[src/rtl/rrfna_pkg.sv]
// Shared types and constants for the round-robin free-node allocator.
`default_nettype none

package rrfna_pkg;

  // Width of the node number, grant, count and node-count register fields.
  localparam int unsigned NODE_W = 7;
  localparam int unsigned OP_W   = 2;
  localparam int unsigned ST_W   = 2;

  // Default number of nodes the hardware can track.
  localparam int unsigned MAX_NODES_DEF = 64;
  // Reset value of the node-count register.
  localparam int unsigned NODES_RESET = 64;

  // Request opcodes.
  localparam logic [OP_W-1:0] OP_ALLOC   = 2'd0;
  localparam logic [OP_W-1:0] OP_RELEASE = 2'd1;
  localparam logic [OP_W-1:0] OP_CLAIM   = 2'd2;

  // Result status codes.
  localparam logic [ST_W-1:0] ST_OK        = 2'd0;
  localparam logic [ST_W-1:0] ST_NONE_FREE = 2'd1;
  localparam logic [ST_W-1:0] ST_RANGE     = 2'd2;

  typedef struct packed {
    logic [OP_W-1:0]   opcode;
    logic [NODE_W-1:0] node_number;
  } cmd_t;

  typedef struct packed {
    logic [NODE_W-1:0] granted_node;
    logic [ST_W-1:0]   status;
    logic [NODE_W-1:0] free_nodes;
    logic              all_idle;
  } rsp_t;

endpackage

`default_nettype wire

[src/rtl/round_robin_free_node_allocator.sv]
// Pipeline: a request is registered in the input stage, and its result is registered in the
// result stage, where rsp_valid_o strobes it.
// Throughput: one request per cycle; busy is never raised, the round-robin search is
// a single rotating priority encoder over the busy map between two registers.
// Reset: all nodes free, last grant pointer zero, node count 64 (clamped to MAX_NODES).
// A node-count write reinitializes the same state. The receiver cannot stall results.
`default_nettype none

module round_robin_free_node_allocator #(
  parameter int unsigned MAX_NODES = rrfna_pkg::MAX_NODES_DEF
) (
  input  wire logic                          clk_i,
  input  wire logic                          rst_ni,
  input  wire logic                          start,
  output logic                               busy,
  input  wire rrfna_pkg::cmd_t               cmd_i,
  input  wire logic                          cfg_we_i,
  input  wire logic [rrfna_pkg::NODE_W-1:0]  cfg_wdata_i,
  output logic                               rsp_valid_o,
  output rrfna_pkg::rsp_t                    rsp_o
);

  localparam int unsigned IW = $clog2(MAX_NODES);
  localparam int unsigned CW = $clog2(MAX_NODES + 1);
  localparam int unsigned TW = (CW > rrfna_pkg::NODE_W) ? CW : rrfna_pkg::NODE_W;
  localparam int unsigned RstTotal =
    (rrfna_pkg::NODES_RESET > MAX_NODES) ? MAX_NODES : rrfna_pkg::NODES_RESET;

  // Input stage.
  logic            cmd_vld_q;
  rrfna_pkg::cmd_t cmd_q;

  // Allocator state.
  logic [MAX_NODES-1:0] busy_map_q, busy_map_d;
  logic [IW-1:0]        last_q, last_d;
  logic [CW-1:0]        free_q, free_d;
  logic [CW-1:0]        total_q;

  // Result stage.
  logic            rsp_vld_q;
  rrfna_pkg::rsp_t rsp_q, rsp_d;

  // Datapath signals.
  logic [TW-1:0]        total_tw;
  logic [TW-1:0]        cfg_tw;
  logic [TW-1:0]        cfg_total;
  logic [MAX_NODES-1:0] tracked;
  logic [IW-1:0]        search_start;
  logic                 found;
  logic [IW-1:0]        found_idx;
  logic [TW-1:0]        num_tw;
  logic                 range_bad;
  logic [IW-1:0]        sel_idx;
  logic                 sel_busy;
  logic [IW-1:0]        grant_idx;
  logic                 granted;

  assign busy = 1'b0;

  assign total_tw = TW'(total_q);
  assign cfg_tw   = TW'(cfg_wdata_i);

  // A written count of zero acts as one; counts past the hardware size saturate.
  always_comb begin
    if (cfg_tw == '0) begin
      cfg_total = TW'(1);
    end else if (cfg_tw > TW'(MAX_NODES)) begin
      cfg_total = TW'(MAX_NODES);
    end else begin
      cfg_total = cfg_tw;
    end
  end

  always_comb begin
    for (int i = 0; i < MAX_NODES; i++) begin
      tracked[i] = TW'(i) < total_tw;
    end
  end

  // The search starts one past the last grant and wraps at the node count.
  assign search_start = ((TW'(last_q) + TW'(1)) == total_tw) ? '0 : IW'(TW'(last_q) + TW'(1));

  rrfna_search #(
    .MAX_NODES (MAX_NODES),
    .IW        (IW)
  ) u_search (
    .free_i  (~busy_map_q & tracked),
    .start_i (search_start),
    .found_o (found),
    .idx_o   (found_idx)
  );

  assign num_tw    = TW'(cmd_q.node_number);
  assign range_bad = (num_tw == '0) || (num_tw > total_tw);
  assign sel_idx   = IW'(num_tw - TW'(1));
  assign sel_busy  = busy_map_q[sel_idx];

  always_comb begin
    busy_map_d = busy_map_q;
    last_d     = last_q;
    free_d     = free_q;
    granted    = 1'b0;
    grant_idx  = found_idx;
    rsp_d      = '0;
    rsp_d.status = rrfna_pkg::ST_OK;
    unique case (cmd_q.opcode)
      rrfna_pkg::OP_ALLOC: begin
        if (found && (free_q != '0)) begin
          granted               = 1'b1;
          busy_map_d[grant_idx] = 1'b1;
          last_d                = grant_idx;
          free_d                = free_q - CW'(1);
        end else begin
          rsp_d.status = rrfna_pkg::ST_NONE_FREE;
        end
      end
      rrfna_pkg::OP_RELEASE: begin
        if (range_bad) begin
          rsp_d.status = rrfna_pkg::ST_RANGE;
        end else if (sel_busy) begin
          busy_map_d[sel_idx] = 1'b0;
          free_d              = free_q + CW'(1);
        end
      end
      rrfna_pkg::OP_CLAIM: begin
        if (range_bad) begin
          rsp_d.status = rrfna_pkg::ST_RANGE;
        end else if (!sel_busy) begin
          busy_map_d[sel_idx] = 1'b1;
          free_d              = free_q - CW'(1);
        end
      end
      default: begin
        // The unused opcode only reports the current counts.
      end
    endcase
    rsp_d.granted_node = granted ? rrfna_pkg::NODE_W'(TW'(grant_idx) + TW'(1)) : '0;
    rsp_d.free_nodes   = rrfna_pkg::NODE_W'(TW'(free_d));
    rsp_d.all_idle     = (free_d == total_q);
  end

  // Control and state registers.
  always_ff @(posedge clk_i or negedge rst_ni) begin
    if (!rst_ni) begin
      cmd_vld_q  <= 1'b0;
      rsp_vld_q  <= 1'b0;
      busy_map_q <= '0;
      last_q     <= '0;
      free_q     <= CW'(RstTotal);
      total_q    <= CW'(RstTotal);
    end else begin
      cmd_vld_q <= start;
      rsp_vld_q <= cmd_vld_q;
      if (cfg_we_i) begin
        busy_map_q <= '0;
        last_q     <= '0;
        free_q     <= CW'(cfg_total);
        total_q    <= CW'(cfg_total);
      end else if (cmd_vld_q) begin
        busy_map_q <= busy_map_d;
        last_q     <= last_d;
        free_q     <= free_d;
      end
    end
  end

  // Payload registers.
  always_ff @(posedge clk_i) begin
    if (start) begin
      cmd_q <= cmd_i;
    end
    if (cmd_vld_q) begin
      rsp_q <= rsp_d;
    end
  end

  assign rsp_valid_o = rsp_vld_q;
  assign rsp_o       = rsp_q;

endmodule

`default_nettype wire

[src/rtl/rrfna_search.sv]
// Rotating priority encoder: first free node at or after a start index, with wrap.
`default_nettype none

module rrfna_search #(
  parameter int unsigned MAX_NODES = rrfna_pkg::MAX_NODES_DEF,
  parameter int unsigned IW        = $clog2(MAX_NODES)
) (
  input  wire logic [MAX_NODES-1:0] free_i,   // free and tracked nodes
  input  wire logic [IW-1:0]        start_i,
  output logic                      found_o,
  output logic [IW-1:0]             idx_o
);

  logic [MAX_NODES-1:0] upper;
  logic [MAX_NODES-1:0] cand;
  logic [MAX_NODES-1:0] first;

  always_comb begin
    for (int i = 0; i < MAX_NODES; i++) begin
      upper[i] = free_i[i] && (IW'(i) >= start_i);
    end
    // Prefer nodes at or past the start; otherwise wrap to the lowest free node.
    cand  = (|upper) ? upper : free_i;
    first = cand & (~cand + MAX_NODES'(1));
    idx_o = '0;
    for (int i = 0; i < MAX_NODES; i++) begin
      if (first[i]) begin
        idx_o = idx_o | IW'(i);
      end
    end
  end

  assign found_o = |free_i;

endmodule

`default_nettype wire
[config.mk]
export PLATFORM = sky130hd
export DESIGN_NAME = round_robin_free_node_allocator
export DESIGN_NICKNAME = d
export VERILOG_FILES = /design/src/rtl/rrfna_pkg.sv /design/src/rtl/round_robin_free_node_allocator.sv /design/src/rtl/rrfna_search.sv
export SDC_FILE = /design/constraint.sdc
export NUM_CORES = 1
export LEC_CHECK = 0
export BUFFER_PORTS_ARGS = -buffer_cell sky130_fd_sc_hd__buf_2
export CORE_UTILIZATION = 25
export DETAILED_ROUTE_END_ITERATION = 12
export PLACE_DENSITY = 0.41
export SLEW_MARGIN = 20
export SYNTH_ARGS = -nofsm -noshare
export SYNTH_HDL_FRONTEND = slang
export SYNTH_SLANG_ARGS = --single-unit
export TNS_END_PERCENT = 30
[constraint.sdc]
create_clock -name clk_i -period 7.57 [get_ports clk_i]
set_input_delay 1.514 -clock clk_i [delete_from_list [all_inputs] [get_ports clk_i]]
set_output_delay 1.514 -clock clk_i [all_outputs]
set_load 0.005 [all_outputs]
==> run_results.csv <==
group,metric,value,unit
layout,areaGrowthSynthToFinish,16.6,%
cts,cts_htree_levels,3,
die,start_util,25.5,%
power,power_density,167,mW/mm^2
layout,final_common_cell,"nand2_1",
setup_path,critPathKind,"reg -> reg",
die,std_cell_rows,83,
yosys,yosysUniqueCellTypes,111,
cts,path_clk_slew,80,ps
job,maxCapViolCount,0,
yosys,synth-xor-area-share,2.18,%
cts,cts_tree,"built",
routing,wirelength,79.9,mm
yosys,yosys_warnings,0,
global_route,grt_overflow,0,
setup_path,critPathSlowestCell,"o311ai_0",
place,portBuffers,37,
run_status,status,"finished clean",
yosys,yosys-mux-area-fraction,2.18,%
setup_path,cp.arrival,7610,ps
die,io_pins,39,
routing,initialDrtViolationCount,2304,
timing,grt_setup_unrepaired,"false",
global_route,grt_pass1_vias,15700,
timing,hold_viol,0,
yosys,netlist_instances,1777,
yosys,yosysSeqAreaShare,22.3,%
yosys,synth_area,0.0131,mm^2
timing,fmax,136,MHz
die,die_h,231,um
cts,post_cts_buffers,0,
setup_path,crit_required,7850,ps
routing,drt-met1-wl,35.0,mm
yosys,synthFlopType,"dfrtp_1",
global_route,antenna_found_initial,2,
setup_path,critPathLaunchType,"register",
cts,cts.sinks,112,
yosys,synth-compound-area-share,37.9,%
setup_path,max_stage_delay,740,ps
global_route,gr-usage-all-layers,29.5,%
power,vdd_drop_max,0.138,mV
routing,dr.pass1.iters,6,
cts,cts_root_buf,"clkbuf_16",
routing,wl_per_cell,31.1,um
routing,detail_route.drc_violations,0,
layout,layout_common_cells,"nand2_1 (205), buf_4 (192), o21ai_0 (165)",
yosys,syn-num-nets,1814,
layout,num-nets-final,1916,
timing,worst_slew_pin_slew,1160,ps
global_route,grt_pass1_wl,115,mm
cts,cts_made_buffers,9,
setup_path,cp_top_family,"simple AND/OR/NAND/NOR gates",
setup_path,cp-startpoint,"last_q[2]$_DFFE_PN0P_",
timing,timing.final.max_slew_violations,0,
routing,routed-wl-met2,35.3,mm
routing,routed.top_layer,"met4",
routing,vias,16300,
layout,drive_above_1_share,17.5,%
yosys,postSynthRegisterBits,112,
yosys,synth_adder_area_share,1.62,%
setup_path,r2r-start,"last_q[2]$_DFFE_PN0P_",
cts,cts_buffer_depth,2,
cts,clk_latency,390,ps
global_route,grt_max_degree,70,
die,die-area,0.0535,mm^2
power,p_leak,5.44,nW
timing,relSlewSlack,21.8,%
setup_path,cp_common_cell,"buf_4",
setup_path,endpoint_kind,"register",
timing,setup_tns,0,ps
cts,cts_resized,0,
setup_path,worst-path-buf-inv,4,
routing,drtAntennaViolNets,0,
min_path,holdCritStartpoint,"free_q[6]$_DFFE_PN1P_",
die,core_area,0.0516,mm^2
die,die_x,231,um
setup_path,path_cells,"buf_4 -> nand3_2 -> or3_1 -> nand2_1 -> nor3_1 -> buf_4 -> o311ai_0 -> nand2_1 -> and4bb_2 -> nand4_1 -> buf_4 -> o31a_1 -> nor4bb_1 -> buf_4 -> o311ai_1 -> a21boi_0 -> nor4b_1 -> and3_1 -> nor3b_4 -> a221oi_1 -> a211oi_1",
place,routabilityCongestion,1.02,
yosys,syn_avg_cell_area,7.40,um^2
timing,post-route-period-util,96.8,%
yosys,synth-simple-area-share,27.9,%
cts,hold_buffers,0,
timing,skew,11.6,ps
setup_path,crit_fanout,12,
yosys,synth_top_family_by_area,"compound AO/OA/AOI/OAI gates",
timing,min_period,7330,ps
yosys,synth-edff-count,26,
min_path,hold_class,"reg -> reg",
layout,final_core_util,29.7,%
timing,setup_viol,0,
place,dp_hpwl,63.9,mm
yosys,async_flop_share,76.8,%
routing,viasPerCell,6.35,
routing,met3WireLength,6.01,mm
layout make-up:
type	instances	area, um^2
inverter	31	116
multi-input combinational	1496	9500
clock buffer	10	239
fill	5661	36300
timing repair buffer	229	1630
sequential	112	2940
tap	680	851
antenna	1	2.50
clock inverter	6	42.5
through the flow:
stage	worst slack [ps]	total power [mW]	hold slack, ps	std cells	instance area (um^2)
2_1_floorplan	2200	1.44	525	1777	13100
3_3_place_gp	329	2.05	578	2548	15000
3_5_place_dp	399	2.03	592	2548	15000
4_1_cts	329	2.53	604	2564	15300
5_1_grt	9.11	2.66	612	2564	15300
6_report	243	2.56	604	2565	15300
cells in the mapped netlist (7+ instances only):
| library cell | n | area (um^2) |
|---|---|---|
| or3_1 | 22 | 138 |
| and4b_1 | 7 | 70.1 |
| a211oi_1 | 78 | 586 |
| a21boi_0 | 11 | 82.6 |
| o22ai_1 | 16 | 100 |
| xnor2_1 | 20 | 175 |
| clkbuf_1 | 78 | 293 |
| nand3_1 | 56 | 280 |
| or4_1 | 10 | 75.1 |
| nor2_1 | 145 | 544 |
| a221oi_1 | 69 | 604 |
| buf_4 | 9 | 67.6 |
| and2_1 | 26 | 163 |
| buf_1 | 10 | 37.5 |
| o311ai_0 | 9 | 78.8 |
| buf_6 | 7 | 78.8 |
| o211ai_1 | 21 | 158 |
| edfxtp_1 | 26 | 781 |
| nor2b_1 | 14 | 87.6 |
| mux2_2 | 7 | 78.8 |
| a21oi_1 | 126 | 631 |
| nand2_1 | 205 | 769 |
| a31oi_1 | 33 | 206 |
| a211o_1 | 17 | 149 |
| o21ai_0 | 165 | 826 |
| nand2b_1 | 16 | 100 |
| nor4_1 | 21 | 131 |
| xor2_1 | 10 | 87.6 |
| dfrtp_1 | 84 | 2100 |
| mux2i_1 | 14 | 140 |
| o31ai_1 | 19 | 143 |
| nand3b_1 | 8 | 60.1 |
| or2_2 | 21 | 131 |
| ha_1 | 17 | 213 |
| nand4_1 | 23 | 144 |
| o21a_1 | 18 | 135 |
| a21o_1 | 27 | 203 |
| buf_2 | 33 | 165 |
| a32oi_1 | 9 | 78.8 |
| nor3_1 | 61 | 305 |
| and3_1 | 15 | 93.8 |
| inv_1 | 29 | 109 |
sequential cells by signal, indices dropped and copies added (netlist names), 2 cells and up:
name,cells
busy_map_q,64
cmd_q,2
free_q,7
last_q,6
num_tw,7
rsp_o,17
total_q,7
path summary, 6_finish.rpt:
path / cells after the start / slack (ps) / end
setup / recovery: 21 / 240 / busy_map_q[24]$_DFFE_PN0P_
hold / removal: 2 / 600 / free_q[6]$_DFFE_PN1P_
setup reg to reg: 21 / 240 / busy_map_q[24]$_DFFE_PN0P_
hold reg to reg: 2 / 600 / free_q[6]$_DFFE_PN1P_
max in group asynchronous: 2 / 5540 / last_q[3]$_DFFE_PN0P_
min in group asynchronous: 1 / 1000 / busy_map_q[34]$_DFFE_PN0P_
per-layer routing:
metal	GRT usage, %	vias up
met4	12.4	0
met5	0	-
met3	3.80	178
met2	46.0	884
li1	-	7096
met1	40.6	8125
report_power, final:
| group | internal, mW | total (mW) | switching (mW) | leakage [nW] |
|---|---|---|---|---|
| Sequential | 0.651 | 0.688 | 0.0372 | 1.44 |
| Combinational | 0.435 | 1.38 | 0.943 | 3.87 |
| Clock | 0.235 | 0.495 | 0.261 | 0.137 |
| Total | 1.32 | 2.56 | 1.24 | 5.44 |
kinds of logic (layout without fill, tap and decap cells):
logic type / Yosys count / in the layout
AO/OA/AOI/OAI: 723 / 723
XOR/XNOR: 31 / 31
flip-flops: 112 / 112
multiplexers: 24 / 24
AND/OR/NAND/NOR: 700 / 700
buffers and inverters: 169 / 276
other: 1 / 2
adder cells (fa/ha/maj): 17 / 17
worst register-to-register path, stage by stage (launching register included):
cell and delay (ps):
dfrtp_1 690, buf_4 280, nand3_2 160, or3_1 450, nand2_1 290, nor3_1 110, buf_4 220, o311ai_0 740
nand2_1 240, and4bb_2 370, nand4_1 170, buf_4 290, o31a_1 400, nor4bb_1 200, buf_4 190, o311ai_1 420
a21boi_0 290, nor4b_1 300, and3_1 410, nor3b_4 560, a221oi_1 190, a211oi_1 280
Note: power is estimated with default switching activity, not from simulation.
